## src/design/ebt_pkg.sv

```systemverilog
// Package for the epistasis bit transform: sizes, register indexes, reset values
// and the per-lane configuration record. No dependencies.
package ebt_pkg;

    localparam int MAX_LEN    = 64;
    localparam int POS_W      = 6;
    localparam int LEN_W      = 7;
    localparam int EXT_W      = LEN_W + 1;
    localparam int CFG_IDX_W  = 4;
    localparam int CFG_DATA_W = 7;

    localparam logic [CFG_IDX_W-1:0] CFG_BLOCK_LENGTH  = CFG_IDX_W'(0);
    localparam logic [CFG_IDX_W-1:0] CFG_VECTOR_LENGTH = CFG_IDX_W'(1);

    localparam logic [LEN_W-1:0] RST_BLOCK_LENGTH  = LEN_W'(4);
    localparam logic [LEN_W-1:0] RST_VECTOR_LENGTH = LEN_W'(64);

    // What one lane needs to know about its bit position
    typedef struct packed {
        logic             valid;     // position below vector length
        logic             has_excl;  // not the last position of its block
        logic [POS_W-1:0] first_pos; // first position of the block
        logic [POS_W-1:0] last_pos;  // last position of the block
        logic [POS_W-1:0] excl_pos;  // excluded bit
    } t_lane_cfg;

endpackage

```

## src/design/ebt_setup.sv

```systemverilog
// Configuration registers and the lane table builder for the epistasis transform.
// Sweeps all bit positions once after reset and after each register write.
// Depends on ebt_pkg.
module ebt_setup import ebt_pkg::*; (
    input  logic                  i_clk,
    input  logic                  i_rst_n,
    input  logic                  i_cfg_valid,
    input  logic [CFG_IDX_W-1:0]  i_cfg_index,
    input  logic [CFG_DATA_W-1:0] i_cfg_data,
    output logic                  o_busy,
    output t_lane_cfg             o_lane_cfg [MAX_LEN]
);

    logic [LEN_W-1:0] r_block_length;
    logic [LEN_W-1:0] r_vector_length;
    logic             r_busy;
    logic [POS_W-1:0] r_pos;
    logic [LEN_W-1:0] r_cnt;
    logic [POS_W-1:0] r_first;
    t_lane_cfg        r_lane [MAX_LEN];

    logic [LEN_W-1:0] bl;
    logic [LEN_W-1:0] n;
    logic [EXT_W-1:0] last_raw;
    logic [EXT_W-1:0] n_m1;
    logic [EXT_W-1:0] last_ext;
    logic [POS_W-1:0] span;
    logic [LEN_W-1:0] cnt_inc;
    logic             wrap;
    t_lane_cfg        cur;

    always_comb begin
        bl       = (r_block_length == '0) ? LEN_W'(1) : r_block_length;
        n        = (r_vector_length > LEN_W'(MAX_LEN)) ? LEN_W'(MAX_LEN) : r_vector_length;
        last_raw = EXT_W'(r_first) + EXT_W'(bl) - EXT_W'(1);
        n_m1     = EXT_W'(n) - EXT_W'(1);
        last_ext = (last_raw < n_m1) ? last_raw : n_m1;
        cur.valid     = LEN_W'(r_pos) < n;
        cur.first_pos = r_first;
        cur.last_pos  = last_ext[POS_W-1:0];
        span          = cur.last_pos - r_pos;
        cur.has_excl  = cur.valid && (span != '0);
        // excluded bit: farthest position p+1+4q still inside the block
        cur.excl_pos  = r_pos + POS_W'(1) + ((span - POS_W'(1)) & ~POS_W'(3));
        cnt_inc = r_cnt + LEN_W'(1);
        wrap    = (cnt_inc == bl);
    end

    always_ff @(posedge i_clk) begin
        if (!i_rst_n) begin
            r_block_length  <= RST_BLOCK_LENGTH;
            r_vector_length <= RST_VECTOR_LENGTH;
            r_busy          <= 1'b1;
            r_pos           <= '0;
            r_cnt           <= '0;
            r_first         <= '0;
        end else if (i_cfg_valid) begin
            if (i_cfg_index == CFG_BLOCK_LENGTH) begin
                r_block_length <= LEN_W'(i_cfg_data);
            end else if (i_cfg_index == CFG_VECTOR_LENGTH) begin
                r_vector_length <= LEN_W'(i_cfg_data);
            end
            r_busy  <= 1'b1;
            r_pos   <= '0;
            r_cnt   <= '0;
            r_first <= '0;
        end else if (r_busy) begin
            r_pos <= r_pos + POS_W'(1);
            if (r_pos == POS_W'(MAX_LEN - 1)) begin
                r_busy <= 1'b0;
            end
            if (wrap) begin
                r_cnt   <= '0;
                r_first <= r_pos + POS_W'(1);
            end else begin
                r_cnt   <= cnt_inc;
            end
        end
    end

    always_ff @(posedge i_clk) begin
        if (r_busy && !i_cfg_valid) begin
            r_lane[r_pos] <= cur;
        end
    end

    assign o_busy     = r_busy;
    assign o_lane_cfg = r_lane;

    a_cfg_restarts: assert property (@(posedge i_clk) disable iff (!i_rst_n)
        i_cfg_valid |=> (r_busy && r_pos == '0))
        else $error("register write did not restart the lane sweep");

    a_sweep_ends: assert property (@(posedge i_clk) disable iff (!i_rst_n)
        (r_busy && r_pos == POS_W'(MAX_LEN - 1) && !i_cfg_valid) |=> !r_busy)
        else $error("lane sweep did not end after the last position");

    a_idle_holds: assert property (@(posedge i_clk) disable iff (!i_rst_n)
        (!r_busy && !i_cfg_valid) |=> !r_busy)
        else $error("sweep started without a register write");

endmodule

```

## config.mk

```make
export PLATFORM = sky130hd
export DESIGN_NAME = ebt_setup
export DESIGN_NICKNAME = d
export VERILOG_FILES = /design/src/design/ebt_pkg.sv /design/src/design/ebt_setup.sv
export SDC_FILE = /design/constraint.sdc
export NUM_CORES = 1
export LEC_CHECK = 0
export BUFFER_PORTS_ARGS = -buffer_cell sky130_fd_sc_hd__buf_2
export CAP_MARGIN = 25
export CORE_AREA = 4 4 505 507
export DETAILED_ROUTE_END_ITERATION = 8
export DIE_AREA = 0 0 509 511
export PLACE_DENSITY = 0.4
export SLEW_MARGIN = 30
export SYNTH_ARGS = -nofsm -noshare
export SYNTH_HDL_FRONTEND = slang
export SYNTH_SLANG_ARGS = --single-unit
```

## constraint.sdc

```tcl
create_clock -name i_clk -period 33.7 [get_ports i_clk]
set_input_delay 6.74 -clock i_clk [delete_from_list [all_inputs] [get_ports i_clk]]
set_output_delay 6.74 -clock i_clk [all_outputs]
set_load 0.03 [all_outputs]
```

==> impl_metrics.toml <==
[layout]
drive_above_1_share_pct = 50.1
multi_input_area_um2 = 2850
instances_no_fill = 6687
stdcell_area_um2 = 58100
fin_nets = 3249
nFillCells = 26191
syn2layout_area_growth_pct = 39.4
register_area_um2 = 39100

[grt]
grt_usage_pct = 13.0
grt_start_max_net_pins = 65
grt_pass1_wl_mm = 229
grt-ovfl-total = 0
grt_pass1_vias = 23761
antenna_found_initial = 34

[setup_path]
slowest_delay_ns = 0.79
start_kind = "input port"
slowest_stage = "nor2_2"
cp_data_arrival_time_ns = 8.87
crit_family = "simple AND/OR/NAND/NOR gates"
crit_fanout = 20
path_cells = "buf_2 -> nor2_1 -> nand4_1 -> buf_4 -> nor2_2"
worstSetupPathType = "input port to flip-flop"
endpoint_kind = "flip-flop"
crit_buf_inv = 2
worstPathRequired_ns = 34.09

[sta]
final.period_utilization_pct = 25.2
fin_crit_ns = 8.49
setup_viol = 0
rsz0062_at_grt = "no"
max_freq_mhz = 118
max_slew_margin_pct = 34.1
finClkSkew_ns = 0.0384
report.final.hold_viol_count = 0
fin_tns_setup_ns = 0
worstMarginPinSlew_ns = 0.989
report.final.slew_viol_count = 0

[placement]
placed_area_um2 = 53200
numPortBuffers = 1294
place.gp.congestion = 0.741
hpwlAfterDp_mm = 116
dpl.cell_count = 6397

[pwr]
cellPowerDensity_nw_per_um2 = 63.6
irDropWorstVdd_mv = 0.0375
p_leak_nw = 20.5

[die]
design.die.area_um2 = 260000
die_w_um = 509
rows = 184
die_h_um = 511
core_um2 = 250000
initial_core_util_pct = 16.6
io_pins = 1295

[logic_synthesis]
synth.distinct_cells = 49
yosysWarnings = 0
synth_seq_cells = 1314
synth_top_family_by_area = "simple AND/OR/NAND/NOR gates"
synth_ff_type = "edfxtp_1"
synth_compound_area_share_pct = 1.00
synth_cells = 1716
synth_nets = 1768
synthSimpleGateAreaFrac_pct = 2.21
synth.top_cell.area_share_pct = 92.3
synthesis.area_um2 = 41700
synthMuxAreaShare_pct = 0.414
synth-async-reset-ratio_pct = 0
yosys-top-cells-area = "edfxtp_1 (92%), dfxtp_1 (1.6%), ha_1 (1.1%)"
synth_edf_count = 1280
yosys.area.top_type = "edfxtp_1"
synth-adder-area-share_pct = 1.20
synth-xor-area-share_pct = 0.685
avgSynthCellArea_um2 = 24.3
yosysMostFrequentCell = "edfxtp_1"
yosysSeqAreaShare_pct = 93.9
synth_common_cells = "edfxtp_1 (1,280), nor2_1 (94), inv_1 (42), ha_1 (35), dfxtp_1 (34)"

[route]
dr.pass1.iters = 5
drt_iter0_markers = 2485
top_layer = "met5"
routed_wl_mm = 177
m1WireLength_mm = 66.5
wl_met3_mm = 18.2
via_per_inst = 3.51
post-route-drc-count = 0
antenna_left = 0
num_vias = 23486
avgRoutedWirePerCell_um = 26.5
wl_met2_mm = 89.2

[outcome]
status = "finished, final reports clean"

[job]
max_cap_viol_count = 0

[hold_path]
hold_path.class = "flip-flop to flip-flop"

[clock_network]
clk_root_buffer_cell = "clkbuf_16"
cts_resized = 0
htree_num_levels = 4
cts.sinks = 1314
cts_hold_buf = 0
cts-buffers-inserted = 146
cts.clk_slew.worst_paths_ns = 0.06
cts_tree = "built"
clk_latency_ns = 0.78
clockBufferDepth = 3
post_cts_buffers = 0
## kinds of logic (layout without fill, tap and decap cells)
group | Yosys count | in the layout
flops | 1314 | 1314
buf+inv | 61 | 1663
xor+xnor | 31 | 31
simple gates | 194 | 194
fa+ha+maj | 38 | 38
other cells | 0 | 21
mux | 17 | 17
compound gates | 61 | 61
## flip-flops by register name, indices dropped and copies added (netlist names)
signal	count
r_vector_length	7
o_lane_cfg	1280
r_cnt	7
r_pos	6
r_block_length	7
o_busy	1
r_first	6
## worst paths after layout
path	endpoint	slack, ns	depth (start not counted)	startpoint
max	o_lane_cfg[208]	25.21	5	i_cfg_valid
min	r_cnt[1]	0.52	2	r_cnt[1]
max reg2reg	o_lane_cfg[225]	25.52	26	r_first[2]
min reg2reg	r_cnt[1]	0.52	2	r_cnt[1]
## through the flow
step / hold slack, ns / power, mW / util, % / setup WS (ns)
floorplan: 0.467 / 1.99 / - / 22.99
global placement: 0.490 / 2.19 / 21.2 / 23.79
CTS: 0.510 / 3.76 / 23.1 / 25.14
finish: 0.516 / 3.69 / 23.2 / 25.21
global route: 0.556 / 3.83 / 23.2 / 24.77
detailed placement: 0.495 / 2.19 / 21.3 / 24.26
## cell type report
cell class                      count  share of cell area, %
Multi-Input combinational cell    341                   4.91
Timing Repair Buffer             1352                   12.1
Inverter                           42                  0.284
Clock buffer                      181                   6.63
Clock inverter                     88                   1.36
Tap cell                         3348                   7.21
Sequential cell                  1314                   67.4
Antenna cell                       21                 0.0905
## routing by layer
layer / track usage, % / vias to the layer above
met5: 0 / -
met4: 2.99 / 10
met3: 4.84 / 181
met2: 22.7 / 1290
met1: 15.1 / 12231
li1: - / 9774
## worst reg2reg max path, delay by kind of cell, from the launching register on
family                     cells  cell delay, ns
DFF                            1            0.83
buffers and inverters          4            1.26
and+or+nand+nor                6            1.18
AOI/OAI and AO/OA              9            1.76
xor gates and xnor gates       3            1.38
adders and majority gates      4            1.41
## placed cells by master, fill, tap and decap left out, types with 20 or more instances in the layout
master	instances
diode_2	21
edfxtp_1	1280
dfxtp_1	28
ha_1	33
nor2_1	30
buf_2	1294
xnor2_1	20
clkinv_2	21
clkbuf_16	149
clkinv_1	29
buf_4	47
inv_1	39
nor2_4	53
nand2_1	22
clkbuf_1	32
## report_power, final
group / switching [mW] / internal (mW)
logic: 0.235 / 0.0348
clock network: 0.687 / 0.863
registers: 0.00250 / 1.87
total: 0.924 / 2.77
Note: power is estimated with default switching activity, not from simulation.
