<file path="src/design/ebt_pkg.sv">
// Package for the epistasis bit transform: sizes, register indexes, reset values
// and the per-lane configuration record. No dependencies.
package ebt_pkg;

    localparam int MAX_LEN    = 64;
    localparam int POS_W      = 6;
    localparam int LEN_W      = 7;
    localparam int EXT_W      = LEN_W + 1;
    localparam int CFG_IDX_W  = 4;
    localparam int CFG_DATA_W = 7;

    localparam logic [CFG_IDX_W-1:0] CFG_BLOCK_LENGTH  = CFG_IDX_W'(0);
    localparam logic [CFG_IDX_W-1:0] CFG_VECTOR_LENGTH = CFG_IDX_W'(1);

    localparam logic [LEN_W-1:0] RST_BLOCK_LENGTH  = LEN_W'(4);
    localparam logic [LEN_W-1:0] RST_VECTOR_LENGTH = LEN_W'(64);

    // What one lane needs to know about its bit position
    typedef struct packed {
        logic             valid;     // position below vector length
        logic             has_excl;  // not the last position of its block
        logic [POS_W-1:0] first_pos; // first position of the block
        logic [POS_W-1:0] last_pos;  // last position of the block
        logic [POS_W-1:0] excl_pos;  // excluded bit
    } t_lane_cfg;

endpackage

</file>
<file path="src/design/ebt_lane.sv">
// One bit lane of the epistasis transform: block parity from the prefix parity
// vector, XOR the excluded bit. Depends on ebt_pkg.
module ebt_lane import ebt_pkg::*; (
    input  logic [MAX_LEN-1:0] i_bits,
    input  logic [MAX_LEN-1:0] i_prefix,
    input  t_lane_cfg          i_cfg,
    output logic               o_bit
);

    logic par;
    logic below;

    always_comb begin
        below = (i_cfg.first_pos == '0) ? 1'b0 : i_prefix[i_cfg.first_pos - POS_W'(1)];
        par   = i_prefix[i_cfg.last_pos] ^ below;
        o_bit = i_cfg.valid & (par ^ (i_cfg.has_excl & i_bits[i_cfg.excl_pos]));
    end

endmodule

</file>
<file path="config.mk">
export PLATFORM = sky130hd
export DESIGN_NAME = ebt_lane
export DESIGN_NICKNAME = d
export VERILOG_FILES = /design/src/design/ebt_pkg.sv /design/src/design/ebt_lane.sv
export SDC_FILE = /design/constraint.sdc
export NUM_CORES = 1
export LEC_CHECK = 0
export BUFFER_PORTS_ARGS = -buffer_cell sky130_fd_sc_hd__buf_2
export CAP_MARGIN = 30
export CORE_MARGIN = 2
export CORE_UTILIZATION = 40
export DETAILED_ROUTE_END_ITERATION = 16
export PLACE_DENSITY_LB_ADDON = 0.15
export SLEW_MARGIN = 10
export SYNTH_ARGS = -nofsm -noshare
export SYNTH_HDL_FRONTEND = slang
export SYNTH_SLANG_ARGS = --single-unit
</file>
<file path="constraint.sdc">
create_clock -name vclk -period 14.39
set_input_delay 2.878 -clock vclk [all_inputs]
set_output_delay 2.878 -clock vclk [all_outputs]
set_load 0.05 [all_outputs]
</file>
==> impl_metrics.env, run 1 <==
export IMPL_diodes=0
export IMPL_path_class="input pin to output port"
export IMPL_dp_hpwl_microns=4770
export IMPL_slew_violations=0
export IMPL_synth_most_common_cell="mux4_2"
export IMPL_hold_viol=0
export IMPL_fin_tns_setup_ns=0
export IMPL_num_io_pins=149
export IMPL_hold_buffers=0
export IMPL_place_ws_ns=5.37
export IMPL_register_area_sq_um=0
export IMPL_flops_and_latches=0
export IMPL_status="completed"
export IMPL_yosys_top_cells_count="46 x mux4_2, 7 x mux4_1, 6 x buf_2, 6 x nor2_1"
export IMPL_first_iter_violations=99
export IMPL_grtUsageTotal=0.215
export IMPL_dieArea_sq_mm=0.00491
export IMPL_layout_min_cycle_time_ns=8.99
export IMPL_drive_above_1_share=0.758
export IMPL_final_antenna_net_count=0
export IMPL_hold_path_class="input pin to output port"
export IMPL_max_clock_freq_mhz=111
export IMPL_cp_startpoint="i_cfg[12]"
export IMPL_rsz0062_at_grt="no"
export IMPL_syn_area_per_cell_sq_um=13.5
export IMPL_routed_wl_microns=5440
export IMPL_cts_resized=0
export IMPL_worstMarginPinSlew_ns=0.631
export IMPL_core_area_sq_mm=0.00429
export IMPL_wl_met1_microns=2140
export IMPL_arrival_ns=6.11
export IMPL_grt_overflow=0
export IMPL_whs_ns=6.19
export IMPL_placed_cell_area_sq_mm=0.00249
export IMPL_fin_crit_sh=0.624
export IMPL_dr_pass1_iters=4
export IMPL_p_leak_nw=1.15
export IMPL_nClkBuffers=0
export IMPL_grt_pass1_wl_microns=8770
export IMPL_drcViolationCount=0
export IMPL_antenna_found_initial=0
export IMPL_area_delta_synth_final_pct=42.5
export IMPL_cp_data_required_time_ns=11.51
export IMPL_io_buffers=149
export IMPL_wl_met3_microns=389
export IMPL_synth_area_leaders="mux4_2 59%, mux4_1 11%, mux2_2 3.2%"
export IMPL_startpoint_type="input pin"
export IMPL_endpoint_kind="output port"
export IMPL_wl_per_cell_microns=17.2
export IMPL_yosysUniqueCellTypes=35
export IMPL_layout_nets=417
export IMPL_via_count=1918
export IMPL_post_cts_buffers=0
export IMPL_grt_pass1_vias=1840
export IMPL_cap_violations=0
export IMPL_grt_max_degree=20
export IMPL_start_util=0.407
export IMPL_relSlewSlack=0.578
export IMPL_fin_area_sq_mm=0.00249
export IMPL_synth_top_area_share=0.593
export IMPL_rows=24
export IMPL_fin_ws_ns=5.40
export IMPL_die_h_microns=70.1
export IMPL_synth_cells=129
export IMPL_yosysSeqAreaShare=0
export IMPL_crit_path_max_fanout=19
export IMPL_ys_warn_count=0
export IMPL_synth_top_cell_by_area="mux4_2"
export IMPL_critPathCapture="o_bit"
export IMPL_die_x_microns=70.1
export IMPL_ir_drop_mv=0.0194
export IMPL_cellPowerDensity_mw_per_mm2=32.9
export IMPL_gp_congestion=0.837
export IMPL_vias_per_cell=6.05
export IMPL_met2_length_microns=2870
export IMPL_netlist_area_sq_mm=0.00175
export IMPL_top_layer="met4"
export IMPL_setup_viol_count_final=0
export IMPL_synth_fp_nets=279
## metrics by stage
stage,power (mW),instances,utilization
5_1_grt,0.0891,317,0.580
2_1_floorplan,0.0531,129,-
4_1_cts,0.0824,317,0.580
3_3_place_gp,0.0812,317,0.580
3_5_place_dp,0.0821,317,0.580
6_report,0.0820,317,0.580
## placed cells by master, fill, tap and decap left out, types with 2 or more instances in the layout
| cell type | count |
|---|---|
| buf_2 | 149 |
| mux4_2 | 46 |
| mux4_1 | 7 |
| nor2_1 | 6 |
| nor2b_1 | 5 |
| mux2_2 | 5 |
| a22o_1 | 4 |
| a221oi_1 | 4 |
| mux2i_1 | 4 |
| nor3_1 | 4 |
| inv_1 | 3 |
| o21ai_0 | 3 |
| xor2_1 | 3 |
| nor3b_1 | 2 |
| nand3_1 | 2 |
| a22oi_1 | 2 |
| ha_1 | 2 |
## layer usage
layer  vias to the layer above  track usage
met5                         -            0
met4                         0       0.0128
met3                         4       0.0173
met2                       100        0.382
met1                       938        0.303
li1                        876            -
## worst min-delay path by stage
| stage | cells after the start | from | endpoint | slack [ns] |
|---|---|---|---|---|
| 4_1_cts | 4 | i_cfg[19] | o_bit | 6.19 |
| 3_5_place_dp | 4 | i_cfg[19] | o_bit | 6.20 |
| 5_1_grt | 4 | i_cfg[19] | o_bit | 6.22 |
| 3_3_place_gp | 4 | i_cfg[19] | o_bit | 6.18 |
| 2_1_floorplan | 2 | i_cfg[19] | o_bit | 6.13 |
| 6_report | 4 | i_cfg[19] | o_bit | 6.19 |
## final cells by class
cell class | count | area (sq um)
fill | 388 | 1800
multi-input combinational | 113 | 1670
timing repair buffer | 149 | 746
tap | 52 | 65.1
inverter | 3 | 11.3
## critical path, stage by stage
cell     delay (ns)
buf_2          0.44
inv_1          0.13
ha_1           0.72
mux4_2         0.39
mux4_2         0.48
mux2_2         0.29
a32oi_1        0.19
nand3_1        0.13
mux2i_1        0.17
buf_2          0.28
## cell families after synthesis
| kind of cell | synth area share |
|---|---|
| AOI/OAI and AO/OA | 0.0809 |
| buffers and inverters | 0.0451 |
| and+or+nand+nor | 0.0916 |
| adders and majority gates | 0.0143 |
| muxes | 0.753 |
| xor gates and xnor gates | 0.0150 |
## power by group
| group | internal, mW | switching [mW] |
|---|---|---|
| Sequential | 0 | 0 |
| Combinational | 0.0499 | 0.0321 |
| Clock | 0 | 0 |
Power figures use the tool's default switching activity.
==> run 2, diff against run 1 <==
Settings changed: CORE_UTILIZATION 40 to 37.
Clock period 14.39 ns to 7.7 ns, I/O delays scaled along.
==> run 2 against run 1 <==
  * Sequential share of layout area did not move
  * Clock-buffer cell count did not move
  * Critical path depth did not move
  * Combinational power rose by 87%
  * Global-route usage fell by 1.7 points
  * Non-clock buffer count did not move
  * Routed wire length rose by 1.7%
  * Total power rose by 87%
  * Core utilization fell by 4.1 points
  * Setup slack got worse by 4.0 ns
  * Sequential cell count did not move
  * Final cell count rose by 0.63%
  * Critical endpoint unchanged
  * Largest cell class unchanged
  * Largest power group unchanged
==> impl_metrics.env, run 2 (synthesis gave the netlist of run 1 again) <==
export IMPL_post_cts_buffers=0
export IMPL_layout_nets=417
export IMPL_startpoint_type="input pin"
export IMPL_grt_pass1_wl_microns=8440
export IMPL_dr_pass1_iters=4
export IMPL_cp_slowest_cell="ha_1"
export IMPL_die_x_microns=72.7
export IMPL_arrival_ns=4.80
export IMPL_fin_tns_setup_ns=0
export IMPL_hold_viol=0
export IMPL_layout_min_cycle_time_ns=6.34
export IMPL_max_clock_freq_mhz=158
export IMPL_first_iter_violations=71
export IMPL_path_buf_inv=3
export IMPL_io_buffers=149
export IMPL_drcViolationCount=0
export IMPL_path_cells="buf_2 -> inv_1 -> ha_1 -> mux4_2 -> mux4_2 -> mux2_2 -> a32oi_1 -> nand3_1 -> mux2i_1 -> buf_2"
export IMPL_cp_top_family="multiplexers"
export IMPL_fin_area_sq_mm=0.00249
export IMPL_final_cell_count_no_fill=319
export IMPL_grt_max_degree=20
export IMPL_gp_congestion=0.844
export IMPL_relSlewSlack=0.572
export IMPL_status="completed"
export IMPL_final_cell_mix="149 x buf_2, 46 x mux4_2, 7 x mux4_1"
export IMPL_area_delta_synth_final_pct=42.7
export IMPL_grtUsageTotal=0.197
export IMPL_drive_above_1_share=0.758
export IMPL_die_h_microns=72.7
export IMPL_start_util=0.378
export IMPL_final_common_cell="buf_2"
export IMPL_antenna_found_initial=0
export IMPL_final_antenna_net_count=0
export IMPL_critical_path_max_stage_delay_ns=0.73
export IMPL_rsz0062_at_grt="no"
export IMPL_dp_hpwl_microns=4880
export IMPL_dpl_cell_count=319
export IMPL_slew_violations=0
export IMPL_num_io_pins=149
export IMPL_flops_and_latches=0
export IMPL_cellPowerDensity_mw_per_mm2=61.5
export IMPL_setup_viol_count_final=0
export IMPL_cp_data_required_time_ns=6.16
export IMPL_dieArea_sq_mm=0.00529
export IMPL_cts_resized=0
export IMPL_vias_per_cell=5.92
export IMPL_crit_path_max_fanout=19
export IMPL_core_area_sq_mm=0.00463
export IMPL_diodes=0
export IMPL_p_leak_nw=1.15
export IMPL_hold_buffers=0
export IMPL_grt_overflow=0
export IMPL_hold_path_class="input pin to output port"
export IMPL_placed_cell_area_sq_mm=0.00249
export IMPL_worstMarginPinSlew_ns=0.642
export IMPL_path_class="input pin to output port"
export IMPL_p_total_mw=0.153
export IMPL_nClkBuffers=0
export IMPL_fin_crit_sh=0.824
export IMPL_wl_per_cell_microns=17.4
export IMPL_via_count=1889
export IMPL_cap_violations=0
export IMPL_grt_pass1_vias=1841
export IMPL_register_area_sq_um=0
export IMPL_endpoint_kind="output port"
export IMPL_routed_wl_microns=5540
export IMPL_ir_drop_mv=0.0271
export IMPL_rows=25
==> run 2: through the flow <==
stage / hold WS (ns) / utilization / setup WS, ns
floorplan: 3.45 / - / 0.937
global placement: 3.53 / 0.539 / 1.40
detailed placement: 3.53 / 0.539 / 1.30
CTS: 3.52 / 0.539 / 1.28
global route: 3.57 / 0.539 / 1.11
finish: 3.51 / 0.539 / 1.36
==> run 2: final timing paths <==
kind / start / to / slack, ns / cells after the start
worst max-delay path: i_cfg[12] / o_bit / 1.36 / 10
worst min-delay path: i_cfg[19] / o_bit / 3.51 / 4
==> run 2: where the power goes <==
group | leakage [nW] | switching, mW | internal (mW)
combinational | 1.15 | 0.0601 | 0.0933
clock | 0 | 0 | 0
sequential | 0 | 0 | 0
==> run 2: tightest hold or removal path: stages <==
cell and delay, ns:
buf_2 0.10, o21ai_0 0.06, mux2i_1 0.06, buf_2 0.21
==> run 2: cell type report <==
type                            count  area (sq um)
Timing Repair Buffer              149           746
Tap cell                           54          67.6
Fill cell                         429          2140
Multi-Input combinational cell    113          1670
Inverter                            3          11.3
==> run 2: per-layer routing <==
layer | up-vias | share of wire | track usage
met5 | - | 0 | 0
met4 | 0 | 0.0025 | 0.0103
met1 | 907 | 0.37 | 0.247
met3 | 2 | 0.096 | 0.0290
li1 | 874 | - | -
met2 | 106 | 0.54 | 0.377
==> run 3, diff against run 2 <==
Settings changed: ABC_AREA from default to 1, CORE_UTILIZATION 37 to 40.
Clock period 7.7 ns to 5.4 ns, I/O delays scaled along.
==> run 3 against run 2 <==
  * Hold slack worse by 0.95 ns
  * Largest power group unchanged
  * Via count up 87%
  * Sequential share of layout area unchanged
  * Cell area up 16%
  * Final cell count up 110%
  * Critical path depth up 5
  * Highest routed layer unchanged
  * Core utilization down 1.6 points
  * Setup slack worse by 0.30 ns
==> impl_metrics.env, run 3 <==
export IMPL_syn_area_per_cell_sq_um=4.75
export IMPL_hold_path_class="input pin to output port"
export IMPL_grt_max_degree=37
export IMPL_arrival_ns=3.26
export IMPL_grt_overflow=0
export IMPL_startpoint_type="input pin"
export IMPL_flops_and_latches=0
export IMPL_gp_congestion=0.897
export IMPL_nClkBuffers=0
export IMPL_grt_busiest_layer="met2"
export IMPL_layout_min_cycle_time_ns=4.34
export IMPL_grt_pass1_wl_microns=13400
export IMPL_yosysSeqAreaShare=0
export IMPL_dieArea_sq_mm=0.00637
export IMPL_core_area_sq_mm=0.00554
export IMPL_dr_pass1_iters=5
export IMPL_p_comb_frac=1.000
export IMPL_max_clock_freq_mhz=230
export IMPL_cts_resized=0
export IMPL_met1_usage=0.302
export IMPL_path_class="input pin to output port"
export IMPL_pwr_share_seq=0
export IMPL_p_int_mw=0.104
export IMPL_fin_ws_ns=1.06
export IMPL_synth_area_leaders="nand2_1 35%, nand3_1 32%, nor2_1 5.5%"
export IMPL_relSlewSlack=0.552
export IMPL_cap_violations=0
export IMPL_p_clk_frac=0
export IMPL_gr_usage_met3=0.0305
export IMPL_cellPowerDensity_mw_per_mm2=87.8
export IMPL_place_ws_ns=1.08
export IMPL_whs_ns=2.56
export IMPL_rows=27
export IMPL_hold_buffers=0
export IMPL_drcViolationCount=0
export IMPL_endpoint_kind="output port"
export IMPL_placed_cell_area_sq_mm=0.00290
export IMPL_p_sw_frac=0.591
export IMPL_min_to="o_bit"
export IMPL_grtUsageTotal=0.250
export IMPL_synth_most_common_cell="nand2_1"
export IMPL_slew_violations=0
export IMPL_cp_data_required_time_ns=4.32
export IMPL_synth_top_cell_by_area="nand2_1"
export IMPL_ys_warn_count=0
export IMPL_routed_wl_microns=8380
export IMPL_multiInputGateArea_sq_mm=0.00194
export IMPL_vias_per_cell=5.23
export IMPL_diodes=0
export IMPL_ir_drop_mv=0.0459
export IMPL_die_x_microns=79.8
export IMPL_rsz0062_at_grt="no"
export IMPL_yosys_top_cells_count="213 x nand2_1, 145 x nand3_1, 34 x nor2_1"
export IMPL_crit_path_max_fanout=36
export IMPL_grt_pass1_vias=3062
export IMPL_nFillCells=647
export IMPL_use_met2=0.482
export IMPL_fin_crit_sh=0.804
export IMPL_setup_viol_count_final=0
export IMPL_wl_per_cell_microns=12.4
export IMPL_first_iter_violations=279
export IMPL_dp_hpwl_microns=6640
export IMPL_die_h_microns=79.8
export IMPL_start_util=0.415
export IMPL_yosysUniqueCellTypes=22
export IMPL_p_leak_nw=1.70
export IMPL_fin_area_sq_mm=0.00290
export IMPL_register_area_sq_um=0
export IMPL_via_count=3534
export IMPL_final_cell_mix="213 x nand2_1, 149 x buf_2, 145 x nand3_1"
export IMPL_synth_cells=484
export IMPL_final_antenna_net_count=0
export IMPL_synth_fp_nets=634
export IMPL_status="completed"
export IMPL_post_cts_buffers=0
export IMPL_hold_path_cell_count=4
export IMPL_worstMarginPinSlew_ns=0.672
export IMPL_io_buffers=149
export IMPL_drive_above_1_share=0.281
export IMPL_synth_top_area_share=0.348
export IMPL_final_common_cell="nand2_1"
export IMPL_power_switching_mw=0.150
export IMPL_netlist_area_sq_mm=0.00230
export IMPL_antenna_found_initial=0
export IMPL_hp_start="i_cfg[19]"
export IMPL_num_io_pins=149
export IMPL_fin_tns_setup_ns=0
export IMPL_hold_viol=0
export IMPL_area_delta_synth_final_pct=26.0
export IMPL_layout_nets=756
## run 3: through the flow
stage / std cells / total power, mW / util
after floorplan: 484 / 0.171 / -
after global placement: 676 / 0.250 / 0.523
after detailed placement: 676 / 0.252 / 0.523
after CTS: 676 / 0.253 / 0.523
after global routing: 676 / 0.286 / 0.523
final: 676 / 0.254 / 0.523
## run 3: cells by family (layout without fill, tap and decap cells)
logic type | Yosys count | after routing | share of synthesized area
compound gates | 18 | 18 | 0.0408
fa+ha+maj | 2 | 2 | 0.0109
simple gates | 401 | 401 | 0.752
xor+xnor | 6 | 6 | 0.0392
buf+inv | 57 | 177 | 0.157
## run 3: worst max path at each step
stage,start,endpoint,depth (start not counted)
final,i_cfg[12],o_bit,15
after global routing,i_cfg[12],o_bit,15
after CTS,i_cfg[12],o_bit,15
after detailed placement,i_cfg[12],o_bit,15
after global placement,i_cfg[12],o_bit,13
after floorplan,i_cfg[12],o_bit,14
## run 3: critical path, cell delays in order
cell and delay [ns]:
buf_2 0.12, inv_4 0.27, ha_1 0.20, buf_4 0.25, inv_2 0.15, nor2_1 0.12
o21ai_1 0.06, nand3_1 0.09, nand3_1 0.08, nand3_1 0.12, nand3_2 0.08, a21oi_2 0.19
a21oi_1 0.07, nor2_2 0.10, buf_2 0.26
## run 3: layer usage
| layer | wire length (microns) | part of all wire | up-vias |
|---|---|---|---|
| met5 | 0 | 0 | - |
| met4 | 74 | 0.0088 | 0 |
| met3 | 703 | 0.084 | 10 |
| met2 | 4210 | 0.50 | 157 |
| met1 | 3380 | 0.40 | 1562 |
| li1 | - | - | 1805 |
## run 3: layout make-up
class | instances | area share
timing repair buffer | 151 | 0.263
tap | 72 | 0.0311
multi-input combinational | 427 | 0.669
inverter | 26 | 0.0371
## run 3: power groups by stage
stage,clock network [mW],logic (mW),registers [mW]
detailed placement,0,0.252,0
global placement,0,0.250,0
CTS,0,0.253,0
finish,0,0.254,0
global route,0,0.286,0
floorplan,0,0.171,0
